### src/rtl/pnpf_pkg.sv
// Shared constants, types and item layout for the periodic neighbor pair filter.
// No dependencies; every other file of the block imports this package.
package pnpf_pkg;

    // Datapath sizing
    localparam int INDEX_BITS = 24;
    localparam int COORD_BITS = 32;

    // Fixed field widths
    localparam int BOX_W     = 30;
    localparam int LIMIT_W   = 60;
    localparam int BAND_W    = 10;
    localparam int BOND_W    = 3;
    localparam int IMAGE_W   = 5;
    localparam int OWNER_W   = 24;
    localparam int ENTRY_W   = 32;
    localparam int ENTRY_IDX_W = 24;
    localparam int NUM_AXES  = 3;

    // Pipeline: stages 1..6, the last one is the output register
    localparam int NUM_STAGES = 6;

    // Displacement arithmetic
    localparam int DIFF_W = COORD_BITS + 1;
    localparam int FOLD_W = ((DIFF_W > BOX_W) ? DIFF_W : BOX_W) + 2;
    localparam int MAG_W  = 31;                  // magnitudes at or above 2^31 saturate
    localparam int PROD_W = 2 * MAG_W;
    localparam int SQ_W   = PROD_W + 1;          // room for the saturation value 2^62
    localparam int SUM_W  = SQ_W + 1;
    localparam logic [SQ_W-1:0] SQ_CAP = SQ_W'(1) << PROD_W;

    localparam int GAP_W = (INDEX_BITS > BAND_W) ? INDEX_BITS : BAND_W;

    // Image code: start in the middle cell, step 9/3/1 per axis
    localparam logic [IMAGE_W-1:0] IMG_BASE = IMAGE_W'(13);
    localparam logic [NUM_AXES-1:0][IMAGE_W-1:0] IMG_STEP =
        {IMAGE_W'(1), IMAGE_W'(3), IMAGE_W'(9)};
    localparam logic [BOND_W-1:0] BOND_OUTSIDE = BOND_W'(7);

    // Input item layout in s_tdata (lowest field first)
    localparam int OFF_OWNER   = 0;
    localparam int OFF_PARTNER = OFF_OWNER + INDEX_BITS;
    localparam int OFF_OWN_X   = OFF_PARTNER + INDEX_BITS;
    localparam int OFF_PART_X  = OFF_OWN_X + NUM_AXES * COORD_BITS;
    localparam int OFF_BOND    = OFF_PART_X + NUM_AXES * COORD_BITS;
    localparam int IN_BITS     = OFF_BOND + BOND_W;
    localparam int S_TDATA_W   = ((IN_BITS + 7) / 8) * 8;

    localparam int OUT_BITS    = OWNER_W + ENTRY_W;
    localparam int M_TDATA_W   = ((OUT_BITS + 7) / 8) * 8;

    // Configuration port
    localparam int APB_DATA_W = 64;
    localparam int APB_ADDR_W = 6;
    localparam int REG_IDX_W  = 3;
    localparam int REG_LSB    = 3;               // registers every 8 bytes

    localparam logic [BOX_W-1:0] BOX_RESET = {BOX_W{1'b1}};

    typedef enum logic [REG_IDX_W-1:0] {
        REG_PERIODIC = 3'd0,
        REG_BOX_X    = 3'd1,
        REG_BOX_Y    = 3'd2,
        REG_BOX_Z    = 3'd3,
        REG_LIMIT    = 3'd4,
        REG_BAND     = 3'd5
    } cfg_reg_t;

    typedef struct packed {
        logic                             periodic_mode;
        logic [NUM_AXES-1:0][BOX_W-1:0]   box_len;
        logic [LIMIT_W-1:0]               limit_dist_sq;
        logic [BAND_W-1:0]                band_width;
    } cfg_t;

    // Per-stage load enables, bit k loads stage k+1
    typedef struct packed {
        logic [NUM_STAGES-1:0] load;
    } pipe_ctl_t;

endpackage

### src/rtl/pnpf_index.sv
// Index side path: index gap, band check, bond order and self-pair drop,
// carried through five stages to line up with the axis lanes. Depends on pnpf_pkg.
module pnpf_index (
    input  logic                                aclk,
    input  pnpf_pkg::pipe_ctl_t                 ctl,
    input  logic [pnpf_pkg::BAND_W-1:0]         band_width,
    input  logic [pnpf_pkg::INDEX_BITS-1:0]     owner_index,
    input  logic [pnpf_pkg::INDEX_BITS-1:0]     partner_index,
    input  logic [pnpf_pkg::BOND_W-1:0]         band_bond_order,
    output logic [pnpf_pkg::INDEX_BITS-1:0]     owner_out,
    output logic [pnpf_pkg::INDEX_BITS-1:0]     partner_out,
    output logic [pnpf_pkg::BOND_W-1:0]         bond_out,
    output logic                                drop_out
);
    import pnpf_pkg::*;

    localparam int CARRY = 3;     // stages 3..5 only carry the item

    logic [INDEX_BITS-1:0] own1_reg, part1_reg, gap1_reg, gap1_next;
    logic [BOND_W-1:0]     bbo1_reg;

    logic [CARRY:0][INDEX_BITS-1:0] own_reg, part_reg;
    logic [CARRY:0][BOND_W-1:0]     bond_reg;
    logic [CARRY:0]                 drop_reg;
    logic                           in_band;
    logic [BOND_W-1:0]              bond2_next;
    logic                           drop2_next;

    assign gap1_next = (partner_index > owner_index) ? partner_index - owner_index
                                                     : owner_index - partner_index;

    always_comb begin
        in_band    = GAP_W'(gap1_reg) < GAP_W'(band_width);
        bond2_next = in_band ? bbo1_reg : BOND_OUTSIDE;
        drop2_next = in_band && (gap1_reg == '0);
    end

    always_ff @(posedge aclk) begin
        if (ctl.load[0]) begin
            own1_reg  <= owner_index;
            part1_reg <= partner_index;
            gap1_reg  <= gap1_next;
            bbo1_reg  <= band_bond_order;
        end
        if (ctl.load[1]) begin
            own_reg[0]  <= own1_reg;
            part_reg[0] <= part1_reg;
            bond_reg[0] <= bond2_next;
            drop_reg[0] <= drop2_next;
        end
        for (int k = 1; k <= CARRY; k++) begin
            if (ctl.load[k+1]) begin
                own_reg[k]  <= own_reg[k-1];
                part_reg[k] <= part_reg[k-1];
                bond_reg[k] <= bond_reg[k-1];
                drop_reg[k] <= drop_reg[k-1];
            end
        end
    end

    assign owner_out   = own_reg[CARRY];
    assign partner_out = part_reg[CARRY];
    assign bond_out    = bond_reg[CARRY];
    assign drop_out    = drop_reg[CARRY];

endmodule

### config.mk
export PLATFORM = sky130hd
export DESIGN_NAME = pnpf_index
export DESIGN_NICKNAME = d
export VERILOG_FILES = /design/src/rtl/pnpf_pkg.sv /design/src/rtl/pnpf_index.sv
export SDC_FILE = /design/constraint.sdc
export NUM_CORES = 1
export LEC_CHECK = 0
export BUFFER_PORTS_ARGS = -buffer_cell sky130_fd_sc_hd__clkbuf_2
export CORE_MARGIN = 2
export CORE_UTILIZATION = 45
export CTS_CLUSTER_DIAMETER = 50
export DETAILED_ROUTE_END_ITERATION = 12
export PLACE_DENSITY = 0.73
export SLEW_MARGIN = 20
export SYNTH_ARGS = -nofsm -noshare
export SYNTH_HDL_FRONTEND = slang
export SYNTH_SLANG_ARGS = --single-unit
### constraint.sdc
create_clock -name aclk -period 6.2 [get_ports aclk]
set_clock_uncertainty 0.1 [all_clocks]
set_input_delay 1.24 -clock aclk [delete_from_list [all_inputs] [get_ports aclk]]
set_output_delay 1.24 -clock aclk [all_outputs]
set_load 0.01 [all_outputs]
; ---- Yosys cells after proc, flatten, opt, wreduce, memory -nomap -nowiden
; Index checks and enable logic that the tools add are counted.
; Widths: inputs -> output; s select.
[word_totals]
output_inout_bits = 52
elab_cells = 27
reg_bits = 283
[classes]
order_cmp = 2
n_reduce_logical = 2
n_addsub = 2
n_mux = 1
[op_table]
columns = operator, n
row1 = $sub 24x24->24, 2
row2 = $gt 24x24->1, 1
row3 = $logic_not 24->1, 1
row4 = $lt 24x10->1, 1
row5 = $mux 24, 1
row6 = $logic_and 1x1->1, 1

; ---- Longest topological paths before layout
[depth]
ltp_word = 2
ltp_mapped = 12
ltp_nobuf = 9

; ---- Worst setup path after synthesis
; Ideal clock, no wire load.
[synth_timing]
kind = input-to-reg
startpoint = input partner_index[0] in the netlist's numbering
endpoint = register gap1_reg[8] (data pin)
arrival_ns = 3.130
path_buffers = 2
cell_stages = 11
setup_ns = 0.265
slack_ns = 2.705
cell_sequence = inv_1 > ha_1 > fa_1 > o21ai_1 > a21oi_1 > o211a_1 > or2_1 > buf_6 > buf_8 > mux2i_1 > xor2_1
[synth_between]
elab_chain_cells = 2
elab_cells_between_ends = 4
classes_between = 2 x add/sub / 1 x order compare / 1 x mux
[synth_rtl]
columns = element, line_no
row1 = start: declaration, pnpf_index.sv:8  ; input logic [pnpf_pkg::INDEX_BITS-1:0] partner_index,
row2 = "$sub 24x24->24, or another cell as far along", pnpf_index.sv:30  ; : owner_index - partner_index;
row3 = $mux 24 (*), pnpf_index.sv:29  ; assign gap1_next = (partner_index > owner_index) ? partner_index - owner_index
row4 = net gap1_next[8], pnpf_index.sv:19  ; logic [INDEX_BITS-1:0] own1_reg, part1_reg, gap1_reg, gap1_next;
row5 = end signal: assignment, pnpf_index.sv:42  ; gap1_reg <= gap1_next;
row6 = end: declaration, pnpf_index.sv:19
; The timed path passes the listed nets; every way through them passes the cells marked *.
; A chain may end at the register's enable or synchronous reset.

; ---- Final worst setup path
[layout_timing]
startpoint = input owner_index[15] in the netlist's numbering
endpoint = register gap1_reg[19] (data pin)
[layout_between]
elab_chain_cells = 2
elab_cells_between_ends = 4
classes_between = 2 x add/sub / 1 x order compare / 1 x mux
[layout_rtl]
columns = element, line_no
row1 = start: declaration, pnpf_index.sv:7  ; input logic [pnpf_pkg::INDEX_BITS-1:0] owner_index,
row2 = "$sub 24x24->24, or another cell as far along", pnpf_index.sv:30
row3 = $mux 24 (*), pnpf_index.sv:29
row4 = net gap1_next[19], pnpf_index.sv:19
; Marks and branches as above.

==> summary.txt <==
outcome: complete, no violations
Placed Area: 12350 um^2
fin crit share: 66.25%
Final Hold Fails: 0
Comb pwr share: 9.5%
root buffer cell: clkbuf_16
TritonCTS Buffers: 27
endpoint class of the critical path: flip-flop
crit path DAT: 4.29 ns
Design Power: 4.302 mW
post-synth top area share: 71.94%
Seq/Total Area, Yosys: 71.94%
first-pass GRT wire length: 33200 um
DRC: 0
Ports: 120
post-cts sizing count: 0
Max Cap Viol: 0
Largest delay share family, worst path: compound AO/OA/AOI/OAI gates
sinks on the clock net: 283
DR vias/cell: 5.046
internal power: 3.322 mW
Fmax: 243.5 MHz
Synth area leader: edfxtp_1
syn nets: 894
Ant. Diodes: 0
vias in the first global route: 6205
largest net degree at the start of global routing: 76
Std-Cell Rows: 59
CP Max Fanout: 12
synth top area cells: edfxtp_1, ha_1, buf_4
Syn. warnings: 0
Final Wtd Congestion: 0.8955
Syn Area/Cell: 15.38 um^2
maximum clock insertion buffer count: 3
setup TNS: 0 ns
Sw Ratio: 22.79%
Skew-Pair Late Insertion Delay: 0.52 ns
Final setup viols: 0
Initial Util: 45.59%
Buf/Inv on CP: 3
layout cells sized above 1: 20.34%
post-synthesis cell area: 11810 um^2
P per Cell Area: 325.3 nW/um^2
CP Launch Type: input port
number of port buffers: 118
Layout area overhead: 11.96%
#FFs+latches synth: 283
initial antenna violation count: 0
Post-CTS Setup Bufs: 0
final worst path period need: 4.108 ns
Die Span X: 166.0 um
WS Path Type: input port to flip-flop
DRT antenna net count: 0
hold crit path type: flip-flop to flip-flop
worst setup margin: 2.092 ns
EDFF count, synth: 283
Clk pwr share: 36.7%
Leak: 5.160 nW
register share of total power: 53.9%
final net count: 975
CTS clk-pin slew, worst paths: 0.06 ns
Max transition margin: 34.38%
peak supply drop: 0.0001885 V
Synth Instances: 768
router iterations before antenna repair: 4
Finished Cell Area: 13230 um^2
final wirelength: 20880 um
GRT Total Usage: 15.16%
hold slack final: 0.3136 ns
die height: 166.0 um
RSZ-0062 raised after global routing: no
Sw Pwr: 0.9803 mW
WP data required: 6.39 ns
CTS H-tree depth: 1
max incr delay on CP: 0.42 ns
die area: 27560 um^2
CTS tree: built
DP HPWL: 14950 um
1st-iter DRT viols: 487
pre-CTS setup slack: 1.622 ns
CP cell instances: clkbuf_2 > inv_1 > ha_1 > a21oi_1 > o21ai_0 > a32oi_1 > o211a_1 > or2_1 > buf_4 > and4b_1 > a2111oi_2
Post-CTS Hold Buffers: 0
slowest cell on the critical path: ha_1
Floorplan Core Area: 25910 um^2
total gr overflow: 0
worst slew pin tran: 0.9844 ns
Synth async-reset ratio: 0%
routed vias: 6080
Top FF cell, synth: edfxtp_1
Synth cell types: 49
Final Slew Violations: 0
DR WL/cell: 17.33 um
-- cells in the mapped netlist, types with 5 or more instances --
library cell	n
edfxtp_1	283
a21oi_1	66
inv_1	61
ha_1	56
buf_4	53
o21ai_0	29
nand2_1	26
nor2_1	22
mux2i_1	18
buf_2	14
nand4_1	12
xnor2_1	11
xor2_1	10
a21o_1	9
nand2b_1	9
nor3_1	8
o21bai_1	7
o21ai_1	6
nor4_1	5
o211ai_1	5
-- per-stage QoR --
step	cells	utilization, %
6_report	1205	51.04
5_1_grt	1205	51.04
4_1_cts	1205	51.04
3_5_place_dp	1155	47.67
3_3_place_gp	1155	47.67
2_1_floorplan	768	-
-- cells by family after synthesis --
logic type | after synthesis | synth area share, %
simple gates | 109 | 4.925
buf+inv | 134 | 6.376
mux | 18 | 1.525
flops | 283 | 71.94
fa+ha+maj | 58 | 6.271
compound gates | 145 | 7.404
xor+xnor | 21 | 1.557
-- per-layer routing --
layer	part of all wire (%)	global-route usage [%]
met1	44	20.31
met2	50	26.14
met3	4.3	1.716
met4	2.4	4.764
met5	0	0
-- placed cells by master (no fill, tap or decap), types with 9 or more instances in the layout --
| cell type | synthesis | final |
|---|---|---|
| edfxtp_1 | 283 | 283 |
| clkbuf_2 | 0 | 117 |
| a21oi_1 | 66 | 66 |
| inv_1 | 61 | 61 |
| ha_1 | 56 | 56 |
| o21ai_0 | 29 | 29 |
| clkbuf_16 | 0 | 27 |
| nand2_1 | 26 | 26 |
| nor2_1 | 22 | 22 |
| mux2i_1 | 18 | 18 |
| nand4_1 | 12 | 12 |
| xnor2_1 | 11 | 11 |
| xor2_1 | 10 | 10 |
| nand2b_1 | 9 | 9 |
| a21o_1 | 9 | 9 |
-- worst paths after layout --
| kind | depth (start not counted) | end | from | slack (ns) |
|---|---|---|---|---|
| min | 0 | own_reg[30] | own_reg[6] | 0.31 |
| min reg2reg | 0 | own_reg[30] | own_reg[6] | 0.31 |
| max reg2reg | 5 | bond_reg[0] | gap1_reg[20] | 4.07 |
| max | 11 | gap1_reg[19] | owner_index[15] | 2.09 |
-- cell type report --
type                            instances  area, um^2
Multi-Input combinational cell        351        2561
Fill cell                            2103       12690
Timing Repair Buffer                  125       643.1
Clock inverter                         23       198.9
Clock buffer                           27       675.6
Inverter                               61       229.0
Sequential cell                       283        8498
Tap cell                              335       419.2
-- power by group through the flow --
| stage | combinational, mW | clock, mW | sequential [mW] |
|---|---|---|---|
| detailed placement | 0.404 | 0 | 2.36 |
| global placement | 0.401 | 0 | 2.35 |
| finish | 0.407 | 1.58 | 2.32 |
| CTS | 0.408 | 1.62 | 2.32 |
| floorplan | 0.274 | 0 | 2.34 |
| global route | 0.450 | 1.70 | 2.33 |
Note: power is estimated with default switching activity, not from simulation.
