## src/rtl/pnpf_pkg.sv

```systemverilog
// Shared constants, types and item layout for the periodic neighbor pair filter.
// No dependencies; every other file of the block imports this package.
package pnpf_pkg;

    // Datapath sizing
    localparam int INDEX_BITS = 24;
    localparam int COORD_BITS = 32;

    // Fixed field widths
    localparam int BOX_W     = 30;
    localparam int LIMIT_W   = 60;
    localparam int BAND_W    = 10;
    localparam int BOND_W    = 3;
    localparam int IMAGE_W   = 5;
    localparam int OWNER_W   = 24;
    localparam int ENTRY_W   = 32;
    localparam int ENTRY_IDX_W = 24;
    localparam int NUM_AXES  = 3;

    // Pipeline: stages 1..6, the last one is the output register
    localparam int NUM_STAGES = 6;

    // Displacement arithmetic
    localparam int DIFF_W = COORD_BITS + 1;
    localparam int FOLD_W = ((DIFF_W > BOX_W) ? DIFF_W : BOX_W) + 2;
    localparam int MAG_W  = 31;                  // magnitudes at or above 2^31 saturate
    localparam int PROD_W = 2 * MAG_W;
    localparam int SQ_W   = PROD_W + 1;          // room for the saturation value 2^62
    localparam int SUM_W  = SQ_W + 1;
    localparam logic [SQ_W-1:0] SQ_CAP = SQ_W'(1) << PROD_W;

    localparam int GAP_W = (INDEX_BITS > BAND_W) ? INDEX_BITS : BAND_W;

    // Image code: start in the middle cell, step 9/3/1 per axis
    localparam logic [IMAGE_W-1:0] IMG_BASE = IMAGE_W'(13);
    localparam logic [NUM_AXES-1:0][IMAGE_W-1:0] IMG_STEP =
        {IMAGE_W'(1), IMAGE_W'(3), IMAGE_W'(9)};
    localparam logic [BOND_W-1:0] BOND_OUTSIDE = BOND_W'(7);

    // Input item layout in s_tdata (lowest field first)
    localparam int OFF_OWNER   = 0;
    localparam int OFF_PARTNER = OFF_OWNER + INDEX_BITS;
    localparam int OFF_OWN_X   = OFF_PARTNER + INDEX_BITS;
    localparam int OFF_PART_X  = OFF_OWN_X + NUM_AXES * COORD_BITS;
    localparam int OFF_BOND    = OFF_PART_X + NUM_AXES * COORD_BITS;
    localparam int IN_BITS     = OFF_BOND + BOND_W;
    localparam int S_TDATA_W   = ((IN_BITS + 7) / 8) * 8;

    localparam int OUT_BITS    = OWNER_W + ENTRY_W;
    localparam int M_TDATA_W   = ((OUT_BITS + 7) / 8) * 8;

    // Configuration port
    localparam int APB_DATA_W = 64;
    localparam int APB_ADDR_W = 6;
    localparam int REG_IDX_W  = 3;
    localparam int REG_LSB    = 3;               // registers every 8 bytes

    localparam logic [BOX_W-1:0] BOX_RESET = {BOX_W{1'b1}};

    typedef enum logic [REG_IDX_W-1:0] {
        REG_PERIODIC = 3'd0,
        REG_BOX_X    = 3'd1,
        REG_BOX_Y    = 3'd2,
        REG_BOX_Z    = 3'd3,
        REG_LIMIT    = 3'd4,
        REG_BAND     = 3'd5
    } cfg_reg_t;

    typedef struct packed {
        logic                             periodic_mode;
        logic [NUM_AXES-1:0][BOX_W-1:0]   box_len;
        logic [LIMIT_W-1:0]               limit_dist_sq;
        logic [BAND_W-1:0]                band_width;
    } cfg_t;

    // Per-stage load enables, bit k loads stage k+1
    typedef struct packed {
        logic [NUM_STAGES-1:0] load;
    } pipe_ctl_t;

endpackage

```

## src/rtl/pnpf_axis.sv

```systemverilog
// One axis lane: displacement, minimum-image fold, magnitude, saturating square.
// Four register stages driven by the shared load enables; depends on pnpf_pkg.
module pnpf_axis (
    input  logic                                  aclk,
    input  pnpf_pkg::pipe_ctl_t                   ctl,
    input  logic                                  periodic_mode,
    input  logic [pnpf_pkg::BOX_W-1:0]            box_len,
    input  logic signed [pnpf_pkg::COORD_BITS-1:0] owner_pos,
    input  logic signed [pnpf_pkg::COORD_BITS-1:0] partner_pos,
    output logic [pnpf_pkg::SQ_W-1:0]             sq_term,
    output logic                                  img_up,
    output logic                                  img_dn
);
    import pnpf_pkg::*;

    // stage 1
    logic signed [DIFF_W-1:0] d1_reg;
    logic signed [DIFF_W-1:0] d1_next;
    // stage 2
    logic signed [FOLD_W-1:0] d2_reg, d2_next;
    logic                     up2_reg, up2_next, dn2_reg, dn2_next;
    logic signed [FOLD_W-1:0] d_ext, twice, box_s;
    // stage 3
    logic [MAG_W-1:0]         mag3_reg, mag3_next;
    logic                     sat3_reg, sat3_next;
    logic                     up3_reg, dn3_reg;
    logic [FOLD_W-1:0]        abs_val;
    // stage 4
    logic [SQ_W-1:0]          sq4_reg, sq4_next;
    logic                     up4_reg, dn4_reg;
    logic [PROD_W-1:0]        prod;

    assign d1_next = DIFF_W'(partner_pos) - DIFF_W'(owner_pos);

    // Fold once: 2d beyond +box or -box moves by one box length
    always_comb begin
        d_ext   = FOLD_W'(d1_reg);
        twice   = d_ext <<< 1;
        box_s   = $signed(FOLD_W'({1'b0, box_len}));
        d2_next = d_ext;
        up2_next = 1'b0;
        dn2_next = 1'b0;
        if (periodic_mode) begin
            if (twice > box_s) begin
                d2_next  = d_ext - box_s;
                dn2_next = 1'b1;
            end else if (twice < -box_s) begin
                d2_next  = d_ext + box_s;
                up2_next = 1'b1;
            end
        end
    end

    always_comb begin
        abs_val   = d2_reg[FOLD_W-1] ? FOLD_W'(-d2_reg) : FOLD_W'(d2_reg);
        sat3_next = |abs_val[FOLD_W-1:MAG_W];
        mag3_next = abs_val[MAG_W-1:0];
    end

    assign prod     = mag3_reg * mag3_reg;
    assign sq4_next = sat3_reg ? SQ_CAP : SQ_W'(prod);

    always_ff @(posedge aclk) begin
        if (ctl.load[0]) begin
            d1_reg <= d1_next;
        end
        if (ctl.load[1]) begin
            d2_reg  <= d2_next;
            up2_reg <= up2_next;
            dn2_reg <= dn2_next;
        end
        if (ctl.load[2]) begin
            mag3_reg <= mag3_next;
            sat3_reg <= sat3_next;
            up3_reg  <= up2_reg;
            dn3_reg  <= dn2_reg;
        end
        if (ctl.load[3]) begin
            sq4_reg <= sq4_next;
            up4_reg <= up3_reg;
            dn4_reg <= dn3_reg;
        end
    end

    assign sq_term = sq4_reg;
    assign img_up  = up4_reg;
    assign img_dn  = dn4_reg;

endmodule

```

## config.mk

```make
export PLATFORM = sky130hd
export DESIGN_NAME = pnpf_axis
export DESIGN_NICKNAME = d
export VERILOG_FILES = /design/src/rtl/pnpf_pkg.sv /design/src/rtl/pnpf_axis.sv
export SDC_FILE = /design/constraint.sdc
export NUM_CORES = 2
export LEC_CHECK = 0
export BUFFER_PORTS_ARGS = -buffer_cell sky130_fd_sc_hd__buf_4
export CORE_MARGIN = 2
export CORE_UTILIZATION = 52
export CTS_BUF_LIST = sky130_fd_sc_hd__clkbuf_2
export DETAILED_ROUTE_END_ITERATION = 8
export PLACE_DENSITY = 0.69
export SETUP_SLACK_MARGIN = 0.05
export SLEW_MARGIN = 10
export SYNTH_ARGS = -nofsm -noshare
export SYNTH_HDL_FRONTEND = slang
export SYNTH_SLANG_ARGS = --single-unit
```

## constraint.sdc

```tcl
create_clock -name aclk -period 8.3 [get_ports aclk]
set_clock_uncertainty 0.2 [all_clocks]
set_input_delay 1.66 -clock aclk [delete_from_list [all_inputs] [get_ports aclk]]
set_output_delay 1.66 -clock aclk [all_outputs]
set_load 0.005 [all_outputs]
```

# ---- Word-level counts from Yosys, hierarchy flattened
# Index checks and enable logic that the tools add are counted.
dict set report totals {
  ff_bits 169
  out_inout_bits 65
}
dict set report classes {
  n_addsub 5
  multipliers 1
  order_cmp 2
  n_mux 7
  bitwise_logic 1
  reduce_logical 2
}
# cell count
set op_table {}
lappend op_table {{two-way mux 35 bit} 4}
lappend op_table {{two-way mux 63 bit} 1}
lappend op_table {{multiplier 31 x 31 -> 62 bit} 1}
lappend op_table {{< comparator 34 x 35 -> 1 bit} 1}
lappend op_table {{negator 30 -> 35 bit} 1}
lappend op_table {{negator 35 bit} 1}
lappend op_table {{adder 33 x 31 -> 34 bit} 1}
lappend op_table {{> comparator 34 x 31 -> 1 bit} 1}
lappend op_table {{subtractor 33 x 31 -> 34 bit} 1}
lappend op_table {{subtractor 32 x 32 -> 33 bit} 1}
lappend op_table {{OR reduction 4 bit} 1}
lappend op_table {{two-way mux 1 bit} 2}
lappend op_table {{OR reduction 2 bit} 1}
lappend op_table {{NOT 1 bit} 1}

# ---- Depth between registers and ports, before layout
dict set report depth {
  word_depth 5
  ltp_mapped 30
}

# ---- Least setup slack after synthesis
# Ideal clock, no wire load.
dict set report synth_timing {
  path_type {reg-to-reg}
  start {register mag3_reg[9]}
  end {register sq4_reg[52], in the netlist sq_term[52] (data pin)}
  setup_time_ps 260
  arrival_time_ps 7457
  slack_ps 384
  stages_incl_launch_ff 28
  n_path_buf 3
  cell_sequence {edfxtp_1 -> clkbuf_1 -> clkbuf_1 -> nand2_1 -> fa_1 -> fa_1 -> inv_1 -> fa_1 -> inv_1 -> fa_1 -> inv_1 -> fa_1 -> fa_1 -> fa_1 -> inv_1 -> fa_1 -> inv_1 -> ha_1 -> clkbuf_1 -> and3_1 -> nand2_1 -> or4_1 -> o21ai_1 -> a221o_1 -> o2bb2ai_1 -> nor2_1 -> o21bai_1 -> mux2_2}
}
dict set report synth_via {
  elab_chain_len 1
}
# item line_no
set synth_lines {}
lappend synth_lines {{from (decl)} pnpf_axis.sv:24} ;# logic [MAG_W-1:0] mag3_reg, mag3_next;
lappend synth_lines {{from (signal assigned)} pnpf_axis.sv:73} ;# mag3_reg <= mag3_next;
lappend synth_lines {{multiplier 31 x 31 -> 62 bit} pnpf_axis.sv:60} ;# assign prod = mag3_reg * mag3_reg;
lappend synth_lines {{to (signal assigned)} pnpf_axis.sv:79} ;# sq4_reg <= sq4_next;
lappend synth_lines {{to (decl)} pnpf_axis.sv:29} ;# logic [SQ_W-1:0] sq4_reg, sq4_next;
# No other way between the ends.
# A chain may end at the register's enable or synchronous reset.

# ---- Final worst setup path
dict set report layout_timing {
  start {register mag3_reg[8]}
  end {register sq4_reg[52], in the netlist sq_term[52] (data pin)}
}
# Same word-level chain as after synthesis.

==> flow_summary.json <==
{
  "io_buffers": 163,
  "worstSetupPathType": "reg -> reg",
  "antenna_found_initial": 1,
  "r2r_end": "sq_term[52]$_SDFFCE_PP0P_",
  "dr.pass1.iters": 5,
  "fp.dieW_um": 283,
  "most-common-layout-cells": "inv_1, fa_1, ha_1",
  "setup-tns-final_ns": 0,
  "track_usage_pct": 25.4,
  "clk_latency_ns": 0.86,
  "drcViolationCount": 0,
  "via_count": 30317,
  "synth-edff-count": 167,
  "rsz0062_at_grt": "yes",
  "synth_nets": 5625,
  "crit_fanout": 6,
  "dpl_worst_slack_ns": -0.00328,
  "synthSimpleGateAreaFrac_pct": 12.5,
  "critPathCapture": "sq_term[52]$_SDFFCE_PP0P_",
  "syn_area_per_cell_um2": 9.31,
  "cpPeakStageDelay_ns": 0.58,
  "ys_seq_elements": 167,
  "synthFlopType": "edfxtp_1",
  "layout_setup_ws_ns": 0.228,
  "cp_common_cell": "fa_1",
  "synth_area_um2": 40500,
  "dp_hpwl_um": 84700,
  "tightest_slew_ns": 1.11,
  "grt_pass1_vias": 31681,
  "cts_num_sinks": 167,
  "cp.arrival_ns": 8.55,
  "die-area_um2": 80100,
  "cts_tree": "done",
  "areaGrowthSynthToFinish_pct": 10.8,
  "timing.fmax_mhz": 124,
  "core_um2": 77200,
  "async_flop_share_pct": 0,
  "relSlewSlack_pct": 25.3,
  "vias_per_cell": 5.38,
  "syn_inst": 4345,
  "reg2regPathDepth": 29,
  "slowest_stage": "fa_1",
  "grt-ovfl-total": 0,
  "layout_commonest_cell": "inv_1",
  "fin_crit_sh_pct": 97.2,
  "cts_made_buffers": 17,
  "startpoint": "mag3_reg[8]$_DFFE_PP_",
  "ys_warn_count": 0,
  "synth_cell_types": 86,
  "die_h_um": 283,
  "cts.path.max_buffers": 2,
  "num_rows": 102,
  "ant_nets": 0,
  "synthXorXnorAreaFrac_pct": 3.38,
  "io-pin-count": 167,
  "start_kind": "flip-flop",
  "initial_core_util_pct": 52.4,
  "synth-seq-area-share_pct": 12.4,
  "largest_reg_flops": 62,
  "drtIter0Drc": 2124,
  "grt_max_degree": 66,
  "status": "complete, no violations",
  "clock-root-buffer": "clkbuf_2",
  "routed_wl_um": 99800,
  "slew_violations": 0,
  "regToRegSetupSlack_ns": 0.23,
  "maxCapViolCount": 0,
  "cp-end-kind": "flip-flop",
  "hold_class": "reg -> reg",
  "routedWlPerCell_um": 17.7,
  "routabilityCongestion": 0.967,
  "layout.nets": 5862,
  "cts.clk_slew.worst_paths_ns": 0.31,
  "fin_crit_ns": 8.07,
  "h-tree-depth": 4,
  "hold_viol": 0,
  "synth_fa_ha_area_share_pct": 50.4,
  "synth_top_family_by_area": "adder cells",
  "worstReg2RegStart": "mag3_reg[8]$_DFFE_PP_",
  "grt_pass1_wl_um": 164000,
  "cts_hold_buf": 0,
  "setup_viol": 0,
  "drive_gt1_share_pct": 11.4,
  "muxShareOfSynthArea_pct": 0.189,
  "synth_compound_area_share_pct": 10.1,
  "cp.required_ns": 8.78
}
[worst max-delay path, delay by kind of cell, from the launching register on]
kind                     cells  cell delay [ns]
flip-flops                   1             0.56
multiplexers                 1             0.32
adder cells (fa/ha/maj)      9             4.34
AO/OA/AOI/OAI                6             0.94
buffers and inverters        9             0.77
AND/OR/NAND/NOR              4             0.77
[worst min path at each step]
stage	startpoint	end	slack, ns	depth (start not counted)
2_1_floorplan	dn2_reg$_SDFFCE_PN0P_	dn3_reg$_DFFE_PP_	0.20	0
3_3_place_gp	up2_reg$_SDFFCE_PP0P_	up3_reg$_DFFE_PP_	0.20	0
3_5_place_dp	up3_reg$_DFFE_PP_	img_up$_DFFE_PP_	0.20	0
4_1_cts	up3_reg$_DFFE_PP_	img_up$_DFFE_PP_	0.26	0
5_1_grt	dn3_reg$_DFFE_PP_	img_dn$_DFFE_PP_	0.27	0
6_report	up2_reg$_SDFFCE_PP0P_	up3_reg$_DFFE_PP_	0.26	0
[cell type report]
class	instances	area, um^2
well taps	1040	1300
diodes	1	2.50
repair buffers	372	3080
fillers	6854	32400
clock buffers	17	85.1
inverters	1037	3890
clock inverters	15	158
multi-input cells	2987	31300
flip-flops and latches	167	5010
[through the flow]
step	std cells	hold WS, ns	util (%)	instance area [um^2]
global placement	5579	0.203	56.9	43900
floorplan	4345	0.200	-	40500
finish	5636	0.261	58.1	44800
global route	5636	0.271	58.1	44800
detailed placement	5579	0.205	56.9	43900
CTS	5615	0.263	57.3	44200
[synth_stat cells, types with 8 or more instances]
cell type  number  area [um^2]
a31o_2          9         78.8
o31ai_1        23          173
clkbuf_1      140          526
nand3_1        42          210
inv_1        1035         3880
a21o_1         70          526
a31oi_1        19          119
and2_1        198         1240
xor2_1         48          420
o21a_1         28          210
o21ai_0        98          490
buf_2          13         65.1
fa_1          752        15100
o211ai_1       14          105
xnor2_1       108          946
and3_1         27          169
nor2b_1        36          225
nor4_1         12         75.1
nor2_1        187          702
a211oi_1       20          150
ha_1          426         5330
nand4_1        28          175
nand2b_1       27          169
o21bai_1       27          203
nand2_1       356         1340
or3_1          17          106
a22oi_1        11         82.6
or2_2           8         50.1
a21oi_1       174          871
edfxtp_1      167         5010
o22ai_1        32          200
nor3_1         55          275
[layer usage]
layer  global-route usage (%)  wire length (um)  vias to the layer above
li1                         -                 -                    14150
met1                     35.9             44200                    15048
met2                     41.0             46100                      981
met3                     4.40              7200                      138
met4                     5.51              2310                        0
met5                        0                 0                        -
[kinds of logic (layout without fill, tap and decap cells)]
group / after synthesis / count (layout)
AOI/OAI and AO/OA: 616 / 616
xor gates and xnor gates: 156 / 156
adders and majority gates: 1178 / 1178
buffers and inverters: 1191 / 1441
DFF: 167 / 167
muxes: 7 / 7
other: 1 / 2
and+or+nand+nor: 1029 / 1029
[repair_timing]
item,4_1_cts,5_1_grt
gates cloned,0,2
resized for setup,3,102
endpoints found under the setup margin,8,23
pin swaps,1,51
setup buffers,4,18
Power is not shown: default switching activity piles up to over one toggle a cycle in this logic, so the estimate is an artifact.
