`config.mk`:
```
export PLATFORM = sky130hd
export DESIGN_NAME = pnpf_cfg
export DESIGN_NICKNAME = d
export VERILOG_FILES = /design/src/rtl/pnpf_pkg.sv /design/src/rtl/pnpf_cfg.sv
export SDC_FILE = /design/constraint.sdc
export NUM_CORES = 1
export LEC_CHECK = 0
export BUFFER_PORTS_ARGS = -buffer_cell sky130_fd_sc_hd__buf_2
export CORE_ASPECT_RATIO = 0.5
export CORE_UTILIZATION = 49
export DETAILED_ROUTE_END_ITERATION = 8
export GPL_ROUTABILITY_DRIVEN = 0
export PLACE_DENSITY_LB_ADDON = 0.3
export SYNTH_ARGS = -nofsm -noshare
export SYNTH_HDL_FRONTEND = slang
export SYNTH_SLANG_ARGS = --single-unit
```
`constraint.sdc`:
```
create_clock -name aclk -period 1.7 [get_ports aclk]
set_input_delay 0.085 -clock aclk [delete_from_list [all_inputs] [get_ports aclk]]
set_output_delay 0.085 -clock aclk [all_outputs]
set_load 0.02 [all_outputs]
```
`src/rtl/pnpf_pkg.sv`:
```
// Shared constants, types and item layout for the periodic neighbor pair filter.
// No dependencies; every other file of the block imports this package.
package pnpf_pkg;

    // Datapath sizing
    localparam int INDEX_BITS = 24;
    localparam int COORD_BITS = 32;

    // Fixed field widths
    localparam int BOX_W     = 30;
    localparam int LIMIT_W   = 60;
    localparam int BAND_W    = 10;
    localparam int BOND_W    = 3;
    localparam int IMAGE_W   = 5;
    localparam int OWNER_W   = 24;
    localparam int ENTRY_W   = 32;
    localparam int ENTRY_IDX_W = 24;
    localparam int NUM_AXES  = 3;

    // Pipeline: stages 1..6, the last one is the output register
    localparam int NUM_STAGES = 6;

    // Displacement arithmetic
    localparam int DIFF_W = COORD_BITS + 1;
    localparam int FOLD_W = ((DIFF_W > BOX_W) ? DIFF_W : BOX_W) + 2;
    localparam int MAG_W  = 31;                  // magnitudes at or above 2^31 saturate
    localparam int PROD_W = 2 * MAG_W;
    localparam int SQ_W   = PROD_W + 1;          // room for the saturation value 2^62
    localparam int SUM_W  = SQ_W + 1;
    localparam logic [SQ_W-1:0] SQ_CAP = SQ_W'(1) << PROD_W;

    localparam int GAP_W = (INDEX_BITS > BAND_W) ? INDEX_BITS : BAND_W;

    // Image code: start in the middle cell, step 9/3/1 per axis
    localparam logic [IMAGE_W-1:0] IMG_BASE = IMAGE_W'(13);
    localparam logic [NUM_AXES-1:0][IMAGE_W-1:0] IMG_STEP =
        {IMAGE_W'(1), IMAGE_W'(3), IMAGE_W'(9)};
    localparam logic [BOND_W-1:0] BOND_OUTSIDE = BOND_W'(7);

    // Input item layout in s_tdata (lowest field first)
    localparam int OFF_OWNER   = 0;
    localparam int OFF_PARTNER = OFF_OWNER + INDEX_BITS;
    localparam int OFF_OWN_X   = OFF_PARTNER + INDEX_BITS;
    localparam int OFF_PART_X  = OFF_OWN_X + NUM_AXES * COORD_BITS;
    localparam int OFF_BOND    = OFF_PART_X + NUM_AXES * COORD_BITS;
    localparam int IN_BITS     = OFF_BOND + BOND_W;
    localparam int S_TDATA_W   = ((IN_BITS + 7) / 8) * 8;

    localparam int OUT_BITS    = OWNER_W + ENTRY_W;
    localparam int M_TDATA_W   = ((OUT_BITS + 7) / 8) * 8;

    // Configuration port
    localparam int APB_DATA_W = 64;
    localparam int APB_ADDR_W = 6;
    localparam int REG_IDX_W  = 3;
    localparam int REG_LSB    = 3;               // registers every 8 bytes

    localparam logic [BOX_W-1:0] BOX_RESET = {BOX_W{1'b1}};

    typedef enum logic [REG_IDX_W-1:0] {
        REG_PERIODIC = 3'd0,
        REG_BOX_X    = 3'd1,
        REG_BOX_Y    = 3'd2,
        REG_BOX_Z    = 3'd3,
        REG_LIMIT    = 3'd4,
        REG_BAND     = 3'd5
    } cfg_reg_t;

    typedef struct packed {
        logic                             periodic_mode;
        logic [NUM_AXES-1:0][BOX_W-1:0]   box_len;
        logic [LIMIT_W-1:0]               limit_dist_sq;
        logic [BAND_W-1:0]                band_width;
    } cfg_t;

    // Per-stage load enables, bit k loads stage k+1
    typedef struct packed {
        logic [NUM_STAGES-1:0] load;
    } pipe_ctl_t;

endpackage

```
`src/rtl/pnpf_cfg.sv`:
```
// Configuration register file behind the APB-style port.
// Depends on pnpf_pkg.
module pnpf_cfg (
    input  logic                               aclk,
    input  logic                               aresetn,
    input  logic                               psel,
    input  logic                               penable,
    input  logic                               pwrite,
    input  logic [pnpf_pkg::APB_ADDR_W-1:0]    paddr,
    input  logic [pnpf_pkg::APB_DATA_W-1:0]    pwdata,
    output logic [pnpf_pkg::APB_DATA_W-1:0]    prdata,
    output logic                               pready,
    output pnpf_pkg::cfg_t                     cfg
);
    import pnpf_pkg::*;

    cfg_t     cfg_reg;
    cfg_t     cfg_next;
    cfg_reg_t reg_idx;
    logic     wr_en;

    assign pready  = 1'b1;
    assign wr_en   = psel && penable && pwrite;
    assign reg_idx = cfg_reg_t'(paddr[REG_LSB +: REG_IDX_W]);

    always_comb begin
        cfg_next = cfg_reg;
        if (wr_en) begin
            unique case (reg_idx)
                REG_PERIODIC: cfg_next.periodic_mode = pwdata[0];
                REG_BOX_X:    cfg_next.box_len[0]    = pwdata[BOX_W-1:0];
                REG_BOX_Y:    cfg_next.box_len[1]    = pwdata[BOX_W-1:0];
                REG_BOX_Z:    cfg_next.box_len[2]    = pwdata[BOX_W-1:0];
                REG_LIMIT:    cfg_next.limit_dist_sq = pwdata[LIMIT_W-1:0];
                REG_BAND:     cfg_next.band_width    = pwdata[BAND_W-1:0];
                default:      cfg_next = cfg_reg;
            endcase
        end
    end

    always_comb begin
        unique case (reg_idx)
            REG_PERIODIC: prdata = APB_DATA_W'(cfg_reg.periodic_mode);
            REG_BOX_X:    prdata = APB_DATA_W'(cfg_reg.box_len[0]);
            REG_BOX_Y:    prdata = APB_DATA_W'(cfg_reg.box_len[1]);
            REG_BOX_Z:    prdata = APB_DATA_W'(cfg_reg.box_len[2]);
            REG_LIMIT:    prdata = APB_DATA_W'(cfg_reg.limit_dist_sq);
            REG_BAND:     prdata = APB_DATA_W'(cfg_reg.band_width);
            default:      prdata = '0;
        endcase
    end

    always_ff @(posedge aclk) begin
        if (!aresetn) begin
            cfg_reg.periodic_mode <= 1'b1;
            cfg_reg.box_len       <= {NUM_AXES{BOX_RESET}};
            cfg_reg.limit_dist_sq <= '0;
            cfg_reg.band_width    <= '0;
        end else begin
            cfg_reg <= cfg_next;
        end
    end

    assign cfg = cfg_reg;

endmodule

```
# Word-level counts from Yosys, hierarchy flattened
# Cells that the tools add are included.
[classes]
n_mux = 1
eq_ne = 5
reduce_logical = 9
[op_table]
columns = ["op", "count"]
rows = [
  ["$pmux 60 s6", 1],
  ["$reduce_and 2->1", 6],
  ["$eq 3x2->1 const B", 2],
  ["$eq 3x3->1 const B", 2],
  ["$eq 3x1->1 const B", 1],
  ["$logic_not 3->1", 1],
  ["$logic_and 1x1->1", 2],
]
[totals]
out_inout_bits = 226
input_bits = 75
word_cells = 21
ff_bits = 161

# Logic depth before layout (Yosys ltp)
# Gate-level depths: netlist (run 1).
[depth]
depth_word = 3
mapped_depth = 7
depth_no_buf = 3

# Worst setup path after synthesis (run 1)
# OpenSTA, ideal clock, no wires.
[synth_timing]
kind = "input to output"
start = "input port paddr[3] in the netlist's numbering"
end = "output port prdata[10] in the netlist's numbering"
path_slack_ns = 0.318
stages = 5
t_arrival_ns = 1.297
path_buffers = 2
required_time_ns = 1.615
cell_sequence = "buf_4 -> nor2b_1 -> clkbuf_1 -> a22oi_1 -> o21ai_0"
[synth_between]
elab_chain_len = 2
elab_cells_between_ends = 7
cone_classes = "5 x eq/ne; 1 x mux; 1 x reduce/logical"
[synth_rtl]
columns = ["item", "line_no", "text"]
rows = [
  ["start, declared", "pnpf_cfg.sv:9", "input logic [pnpf_pkg::APB_ADDR_W-1:0] paddr,"],
  ["$eq 3x3->1 (tied with other cells)", "pnpf_cfg.sv:42", "unique case (reg_idx)"],
  ["$pmux 60 s6 (*)", "pnpf_cfg.sv:42", ""],
  ["end, declared", "pnpf_cfg.sv:11", "output logic [pnpf_pkg::APB_DATA_W-1:0] prdata,"],
]
# Mark *: on every way between the ends. The rest lies on a longest branch, timed or not.

# Worst setup path after layout (run 1)
[layout_timing]
start = "register cfg_reg (netlist bit cfg[70])"
end = "output port prdata[0] in the netlist's numbering"
[layout_between]
elab_chain_len = 1
[layout_rtl]
columns = ["item", "line_no", "text"]
rows = [
  ["start, declared", "pnpf_cfg.sv:17", "cfg_t cfg_reg;"],
  ["start signal, assigned", "pnpf_cfg.sv:60", "cfg_reg <= cfg_next;"],
  ["$pmux 60 s6", "pnpf_cfg.sv:42", ""],
]
# No other way between the ends.

==> results.py, run 1 <==
metrics = {
    "logic_synthesis": {
        "synth.area.top_cells": "dfxtp_1 41%, mux2i_1 14%, nand2_1 7.3%, nor2b_1 5.0%, mux2_2 4.3%",
        "synth_cell_type_count": 30,
        "yosysWarnings": 0,
        "synth_top_cell_by_area": "dfxtp_1",
        "netlist_instances": 892,
        "synth_top_area_share_pct": 41.3,
        "avgSynthCellArea_um2": 8.75,
        "synth_area_um2": 7800,
        "synth_seq_area_share_pct": 41.3,
        "synth-seq-cells": 161,
    },
    "sta": {
        "slew_violations": 0,
        "period_share_pct": 99.1,
        "rsz0062_at_grt": "true",
        "fmax_mhz": 593,
        "timing.final.ws_setup_ps": 14.9,
        "period_minus_slack_ps": 1690,
        "setup_violations": 0,
        "hold_viol_final": 0,
        "skew_ps": 0,
    },
    "global_routing": {
        "grt_max_degree": 45,
        "grt_usage_pct": 29.9,
        "grt_pass1_vias": 7492,
        "grt_pass1_wl_um": 39200,
        "antenna_found_initial": 0,
        "grt-ovfl-total": 0,
    },
    "placement": {
        "dp_hpwl_um": 16700,
        "portBuffers": 288,
        "post-place-ws_ps": 200,
        "placedCellCount": 1339,
        "placed_area_um2": 9490,
    },
    "cells_and_area": {
        "layout.nets": 1292,
        "fin_cells": 1435,
        "final_util_pct": 69.3,
        "areaGrowthSynthToFinish_pct": 37.6,
        "seq_area_um2": 3230,
        "largest_reg_flops": 161,
        "drive_gt1_share_pct": 32.9,
        "multi_input_area_um2": 4050,
        "num-fill-cells": 1232,
        "stdcell_area_um2": 10700,
    },
    "route": {
        "first_iter_violations": 513,
        "vias": 7586,
        "viasPerCell": 5.29,
        "first_pass_iters": 5,
        "totalWireLength_um": 24800,
        "post_drt_wl_per_cell_um": 17.3,
        "drc": 0,
        "antenna_left": 0,
    },
    "cts": {
        "numCtsBuffers": 17,
        "clk_transition_reported_paths_ps": 70,
        "cts_buffer_depth": 2,
        "ctsHtreeMaxLevel": 4,
        "cts_sinks": 161,
        "cts_root_buf": "clkbuf_16",
        "cts_tree": "yes",
        "insertion_delay_ps": 420,
    },
    "worst_hold_path": {
        "min_path_cells": 2,
        "hold_end": "cfg[98]$_SDFFE_PN1P_",
        "hp-start": "aresetn",
        "hp-class": "in2reg",
    },
    "floorplan": {
        "coreArea_um2": 15500,
        "io_pins": 301,
        "die_area_um2": 16500,
        "fp.dieH_um": 91.2,
        "row_count": 32,
        "dieWidth_um": 180,
        "start_util_pct": 50.4,
    },
    "critical_path": {
        "r2r-start": "cfg[160]$_SDFFE_PN1P_",
        "arrival_ps": 1600,
        "crit_required_ps": 1620,
        "start_kind": "register",
        "reg2reg_slack_ps": 820,
        "r2r-end": "cfg[160]$_SDFFE_PN1P_",
        "end_kind": "primary output",
        "cp_max_fo": 2,
        "r2r_cells": 4,
        "cp-startpoint": "cfg[70]$_SDFFE_PN1P_",
        "crit_type": "reg2out",
    },
    "pwr": {
        "p_leak_nw": 4.92,
        "peakVddDrop_v": 0.000748,
        "power_density_nw_per_um2": 805,
        "finalPower_mw": 8.65,
    },
    "run_status": {
        "status": "complete, no violations",
    },
    "flow_run": {
        "maxCapViolCount": 0,
    },
}
layout by cell type, fill, tap and decap left out, drive strengths merged, types with 17 or more instances in the layout:
| cell type | count |
|---|---|
| buf | 329 |
| dfxtp | 161 |
| nand2 | 151 |
| mux2i | 110 |
| nor2b | 62 |
| a21oi | 61 |
| dlygate4sd3 | 60 |
| inv | 38 |
| and2 | 32 |
| nand2b | 31 |
| nand3 | 30 |
| o211ai | 30 |
| mux2 | 30 |
| a22oi | 20 |
| o21ai | 20 |
| clkbuf | 17 |
worst max-delay path, cell delays in order (launching register included):
cell and delay [ps]:
dfxtp_2 320, mux4_2 440, mux2_4 280, buf_6 130
logic make-up (layout without fill, tap and decap cells):
family / after synthesis / count (layout) / synth area share (%)
AND/OR/NAND/NOR: 322 / 322 / 20.3
buffers and inverters: 116 / 451 / 7.66
other: 2 / 6 / 0.0962
flip-flops: 161 / 161 / 41.3
multiplexers: 141 / 141 / 18.7
AO/OA/AOI/OAI: 150 / 150 / 12.0
layer usage:
metal | track usage (%) | wire length (um) | vias up
met1 | 35.9 | 10800 | 3593
met5 | 0 | 0 | -
li1 | - | - | 3659
met3 | 7.42 | 1560 | 46
met2 | 51.8 | 11900 | 288
met4 | 11.2 | 546 | 0
power by group:
| part | switching, mW | internal, mW |
|---|---|---|
| Combinational | 0.571 | 0.418 |
| Clock | 1.85 | 1.98 |
| Sequential | 0.0257 | 3.80 |
| Total | 2.45 | 6.20 |
through the flow:
| stage | hold WS, ps | setup TNS [ps] |
|---|---|---|
| detailed placement | 342 | 0 |
| global route | 15.7 | -88.5 |
| CTS | 9.83 | 0 |
| finish | 23.6 | 0 |
| floorplan | 227 | 0 |
| global placement | 332 | 0 |
synthesized netlist by cell type (all sizes together):
| cell type | count |
|---|---|
| a21oi | 61 |
| nand3 | 30 |
| inv | 30 |
| nand2b | 31 |
| a31oi | 1 |
| o21a | 9 |
| conb | 2 |
| clkbuf | 54 |
| mux4 | 1 |
| and3b | 1 |
| a22oi | 20 |
| dfxtp | 161 |
| a221oi | 9 |
| nor2b | 62 |
| and4 | 1 |
| nor2 | 11 |
| o21ai | 20 |
| nand2 | 151 |
| and4b | 1 |
| nor3b | 1 |
| and3 | 1 |
| and2 | 32 |
| mux2 | 30 |
| buf | 32 |
| mux2i | 110 |
| o211ai | 30 |
layout make-up:
class / instances / area share, %
timing repair buffer: 389 / 23.3
antenna: 1 / 0.0233
clock inverter: 15 / 1.56
tap: 204 / 2.38
multi-input combinational: 618 / 37.7
inverter: 30 / 1.05
sequential: 161 / 30.0
clock buffer: 17 / 3.96
worst max path at each step:
stage / end / slack (ps) / depth (start not counted)
finish: prdata[0] / 10 / 3
global route: prdata[0] / -40 / 3
detailed placement: cfg[95]$_SDFFE_PN1P_ / 200 / 6
CTS: prdata[0] / 2 / 3
floorplan: prdata[10] / 320 / 5
global placement: prdata[2] / 220 / 6
timing repair:
action	4_1_cts	5_1_grt
endpoints found under the hold margin	137	0
gates resized for setup	8	2
hold buffers	60	0
endpoints found under the setup margin	3	5
buffers inserted	3	0
No activity file was read; power rests on OpenSTA's default activity.
==> run 2: changes to the inputs <==
CORE_UTILIZATION = 30   (was 49)
TNS_END_PERCENT = 50   (was default)
==> results.py, run 2 (synthesis results as in run 1) <==
metrics = {
    "run_status": {
        "status": "finished with violations",
        "violations": "negative setup slack",
    },
    "cts": {
        "cts_root_buf": "clkbuf_16",
        "insertion_delay_ps": 430,
        "cts_buffer_depth": 2,
        "clk_transition_reported_paths_ps": 60,
        "ctsHtreeMaxLevel": 4,
        "cts_sinks": 161,
        "numCtsBuffers": 17,
        "cts_tree": "yes",
    },
    "pwr": {
        "clkPwrFrac_pct": 45.1,
        "peakVddDrop_v": 0.000729,
        "internal_power_mw": 6.59,
        "sw_frac_of_total_pct": 25.2,
        "p_switching_mw": 2.22,
        "pwr-share-seq_pct": 43.5,
        "p_leak_nw": 4.92,
        "pwr-share-comb_pct": 11.4,
        "power_density_nw_per_um2": 805,
    },
    "route": {
        "drc": 0,
        "post_drt_wl_per_cell_um": 17.2,
        "vias": 7666,
        "first_iter_violations": 558,
        "antenna_left": 0,
        "first_pass_iters": 7,
        "totalWireLength_um": 27200,
        "viasPerCell": 4.85,
    },
    "critical_path": {
        "cp_slowest_cell": "mux4_2",
        "cp_max_fo": 3,
        "start_kind": "register",
        "end_kind": "primary output",
        "r2r_cells": 4,
        "crit_required_ps": 1620,
        "crit_chain": "mux4_2 -> mux2_4 -> buf_6",
        "arrival_ps": 1630,
        "slowest_delay_ps": 440,
        "crit_type": "reg2out",
    },
    "global_routing": {
        "grt_max_degree": 51,
        "grt_pass1_vias": 7127,
        "grt_usage_pct": 19.9,
        "grt_pass1_wl_um": 40200,
        "grt-ovfl-total": 0,
        "antenna_found_initial": 0,
    },
    "cells_and_area": {
        "final_common_cell": "buf_2",
        "n_antenna_cell": 0,
        "final_util_pct": 43.1,
        "drive_gt1_share_pct": 32.6,
        "layout.nets": 1297,
        "areaGrowthSynthToFinish_pct": 40.3,
        "final_cell_mix": "286 x buf_2, 158 x dfxtp_1, 150 x nand2_1",
        "largest_reg_flops": 161,
        "num-fill-cells": 2453,
    },
    "floorplan": {
        "start_util_pct": 30.7,
        "coreArea_um2": 25400,
        "dieWidth_um": 230,
        "die_area_um2": 26700,
        "row_count": 41,
        "fp.dieH_um": 116,
        "io_pins": 301,
    },
    "sta": {
        "timing.final.ws_setup_ps": -17.1,
        "hold_viol_final": 0,
        "period_minus_slack_ps": 1720,
        "slew_violations": 0,
        "period_share_pct": 101,
        "skew_ps": 0,
        "fmax_mhz": 582,
        "setup_violations": 1,
        "hold_ws_ps": 280,
        "rsz0062_at_grt": "true",
    },
    "flow_run": {
        "maxCapViolCount": 0,
    },
    "placement": {
        "portBuffers": 288,
        "dp_hpwl_um": 18800,
    },
    "worst_hold_path": {
        "hp-class": "in2reg",
        "min_path_cells": 5,
    },
}
run 2: cell count changes in the layout (fill, tap and decap cells not counted), sizes merged:
cell / delta
buf: +4
clkinv: -3
diode: -1
bufinv: +3
inv: -7
clkbuf: +7
dlygate4sd3: +1
run 2: layout make-up:
type	count	area (um^2)	area share, %
multi-input combinational	618	4050	37.0
inverter	30	113	1.03
sequential	161	3230	29.5
tap	344	430	3.93
clock buffer	24	462	4.22
clock inverter	8	129	1.18
timing repair buffer	394	2540	23.2
run 2: timing repair:
item	in CTS	in global routing
setup buffers	2	1
hold buffers	61	0
resized for setup	7	3
endpoints found under the hold margin	160	0
endpoints found under the setup margin	2	8
run 2: worst max-delay path: cells and delay by family (launching register included):
family                 cells  cell delay (ps)
muxes                      2              730
DFF                        1              320
buffers and inverters      1              130
run 2: final timing paths:
path	startpoint	to	slack (ps)
worst min register to register	cfg[1]$_SDFFE_PN0P_	cfg[1]$_SDFFE_PN0P_	470
worst max register to register	cfg[160]$_SDFFE_PN1P_	cfg[160]$_SDFFE_PN1P_	830
worst min-delay path	paddr[5]	cfg[79]$_SDFFE_PN1P_	280
worst max-delay path	cfg[70]$_SDFFE_PN1P_	prdata[0]	-20
run 2: power by group through the flow:
| stage | Combinational (mW) | Clock [mW] | Sequential, mW |
|---|---|---|---|
| after floorplan | 0.480 | 0 | 3.95 |
| after global placement | 0.872 | 0 | 3.91 |
| after detailed placement | 0.882 | 0 | 3.91 |
| after CTS | 1.00 | 4.07 | 3.83 |
| after global routing | 1.08 | 4.23 | 3.83 |
| final | 1.01 | 3.98 | 3.83 |
run 2: routing by layer:
layer	part of all wire [%]	wire length, um	global-route usage (%)
met1	45	12100	25.1
met2	48	13200	33.5
met3	4.8	1300	4.50
met4	2.2	605	7.33
met5	0	0	0
run 2: stage by stage:
step	area (um^2)	worst slack (ps)	instances	setup TNS, ps	power [mW]
after detailed placement	9690	196	1483	0	4.80
final	10900	-17.1	1579	-17.1	8.81
after CTS	10900	-45.6	1578	-45.6	8.90
after global placement	9690	192	1483	0	4.78
after global routing	10900	-71.8	1579	-212	9.14
after floorplan	7820	318	895	0	4.43
==> run 3: changes to the inputs <==
CORE_UTILIZATION = 45   (was 30)
SKIP_LAST_GASP = 1   (was default)
==> results.py, run 3 (synthesis results as in run 1) <==
metrics = {
    "run_status": {
        "status": "complete, no violations",
    },
    "worst_hold_path": {
        "hp-class": "in2reg",
    },
    "route": {
        "antenna_left": 0,
        "first_pass_iters": 4,
        "viasPerCell": 5.23,
        "totalWireLength_um": 24600,
        "post_drt_wl_per_cell_um": 16.8,
        "first_iter_violations": 396,
        "vias": 7646,
        "drc": 0,
    },
    "cells_and_area": {
        "final_util_pct": 64.5,
        "seq_area_um2": 3230,
        "layout.nets": 1297,
        "areaGrowthSynthToFinish_pct": 37.9,
        "fin_cells": 1462,
        "drive_gt1_share_pct": 33.2,
        "largest_reg_flops": 161,
        "num-fill-cells": 1360,
        "final_common_cell": "buf_2",
        "final_cell_mix": "285 x buf_2, 156 x dfxtp_1, 150 x nand2_1",
        "n_antenna_cell": 0,
        "multi_input_area_um2": 4040,
    },
    "cts": {
        "cts_tree": "yes",
        "insertion_delay_ps": 410,
        "ctsHtreeMaxLevel": 4,
        "numCtsBuffers": 17,
        "clk_transition_reported_paths_ps": 70,
        "cts_buffer_depth": 2,
        "cts_root_buf": "clkbuf_16",
        "cts_sinks": 161,
    },
    "critical_path": {
        "crit_required_ps": 1620,
        "cp_max_fo": 3,
        "slowest_delay_ps": 450,
        "critPathBufInv": 1,
        "end_kind": "primary output",
        "crit_chain": "mux4_2 -> mux2_4 -> buf_6",
        "crit_type": "reg2out",
        "cp_slowest_cell": "mux4_2",
        "path_delay_family": "multiplexers",
        "start_kind": "register",
        "arrival_ps": 1610,
    },
    "sta": {
        "slew_violations": 0,
        "skew_ps": 0,
        "hold_viol_final": 0,
        "period_share_pct": 99.6,
        "setup_violations": 0,
        "tns_ps": 0,
        "fmax_mhz": 590,
        "rsz0062_at_grt": "true",
        "period_minus_slack_ps": 1690,
    },
    "pwr": {
        "p_leak_nw": 4.92,
        "finalPower_mw": 8.79,
        "peakVddDrop_v": 0.000724,
        "power_density_nw_per_um2": 817,
    },
    "global_routing": {
        "grt_max_degree": 68,
        "grt-ovfl-total": 0,
        "grt_usage_pct": 27.0,
        "antenna_found_initial": 0,
        "grt_pass1_vias": 7378,
        "grt_pass1_wl_um": 38100,
    },
    "placement": {
        "portBuffers": 288,
        "dp_hpwl_um": 16800,
        "placedCellCount": 1366,
    },
    "floorplan": {
        "row_count": 33,
        "io_pins": 301,
        "fp.dieH_um": 95.1,
        "die_area_um2": 17900,
        "coreArea_um2": 16700,
        "start_util_pct": 46.8,
        "dieWidth_um": 188,
    },
    "flow_run": {
        "maxCapViolCount": 0,
    },
}
run 3: cell count changes in the layout (fill, tap and decap cells not counted), moves of 2 or more:
cell      delta
buf_12       -4
buf_4        +6
clkbuf_1     -6
dfxtp_1      -2
dfxtp_2      +2
inv_6        +6
inv_8        +4
run 3: cell type report:
type | count | area share (%)
Multi-Input combinational cell | 618 | 37.5
Sequential cell | 161 | 30.0
Timing Repair Buffer | 394 | 23.1
Clock buffer | 17 | 3.95
Tap cell | 227 | 2.64
Clock inverter | 15 | 1.70
Inverter | 30 | 1.05
run 3: per-layer routing:
| layer | share of wire, % | track usage [%] |
|---|---|---|
| met5 | 0 | 0 |
| met3 | 5.7 | 5.12 |
| met2 | 48 | 47.4 |
| met4 | 2.4 | 10.6 |
| met1 | 44 | 33.3 |
run 3: power breakdown:
| group | total (mW) | switching, mW | leakage (nW) | internal (mW) |
|---|---|---|---|---|
| Sequential | 3.83 | 0.0250 | 1.30 | 3.80 |
| Combinational | 0.977 | 0.561 | 3.33 | 0.416 |
| Clock | 3.99 | 1.75 | 0.298 | 2.24 |
run 3: path summary, 6_finish.rpt:
check | endpoint | cells past startpoint | slack, ps | from
min | cfg[81]$_SDFFE_PN1P_ | 2 | 20 | aresetn
min reg2reg | cfg[2]$_SDFFE_PN0P_ | 2 | 470 | cfg[2]$_SDFFE_PN0P_
max | prdata[0] | 3 | 6 | cfg[130]$_SDFFE_PN1P_
max reg2reg | cfg[118]$_SDFFE_PN1P_ | 3 | 830 | cfg[118]$_SDFFE_PN1P_
run 3: stage by stage:
stage               worst slack [ps]  instance area (um^2)  hold slack (ps)
floorplan                        318                  7820              227
global placement                 121                  9490              334
detailed placement               134                  9490              342
CTS                            -33.9                 10700             2.44
global route                   -67.5                 10800             26.4
finish                          6.22                 10800             16.8
run 3: repair_timing:
item,CTS,global route
hold endpoints to repair,150,0
pin swaps,0,2
hold buffers,60,0
endpoints found under the setup margin,3,6
buffers inserted,0,4
resized for setup,1,11
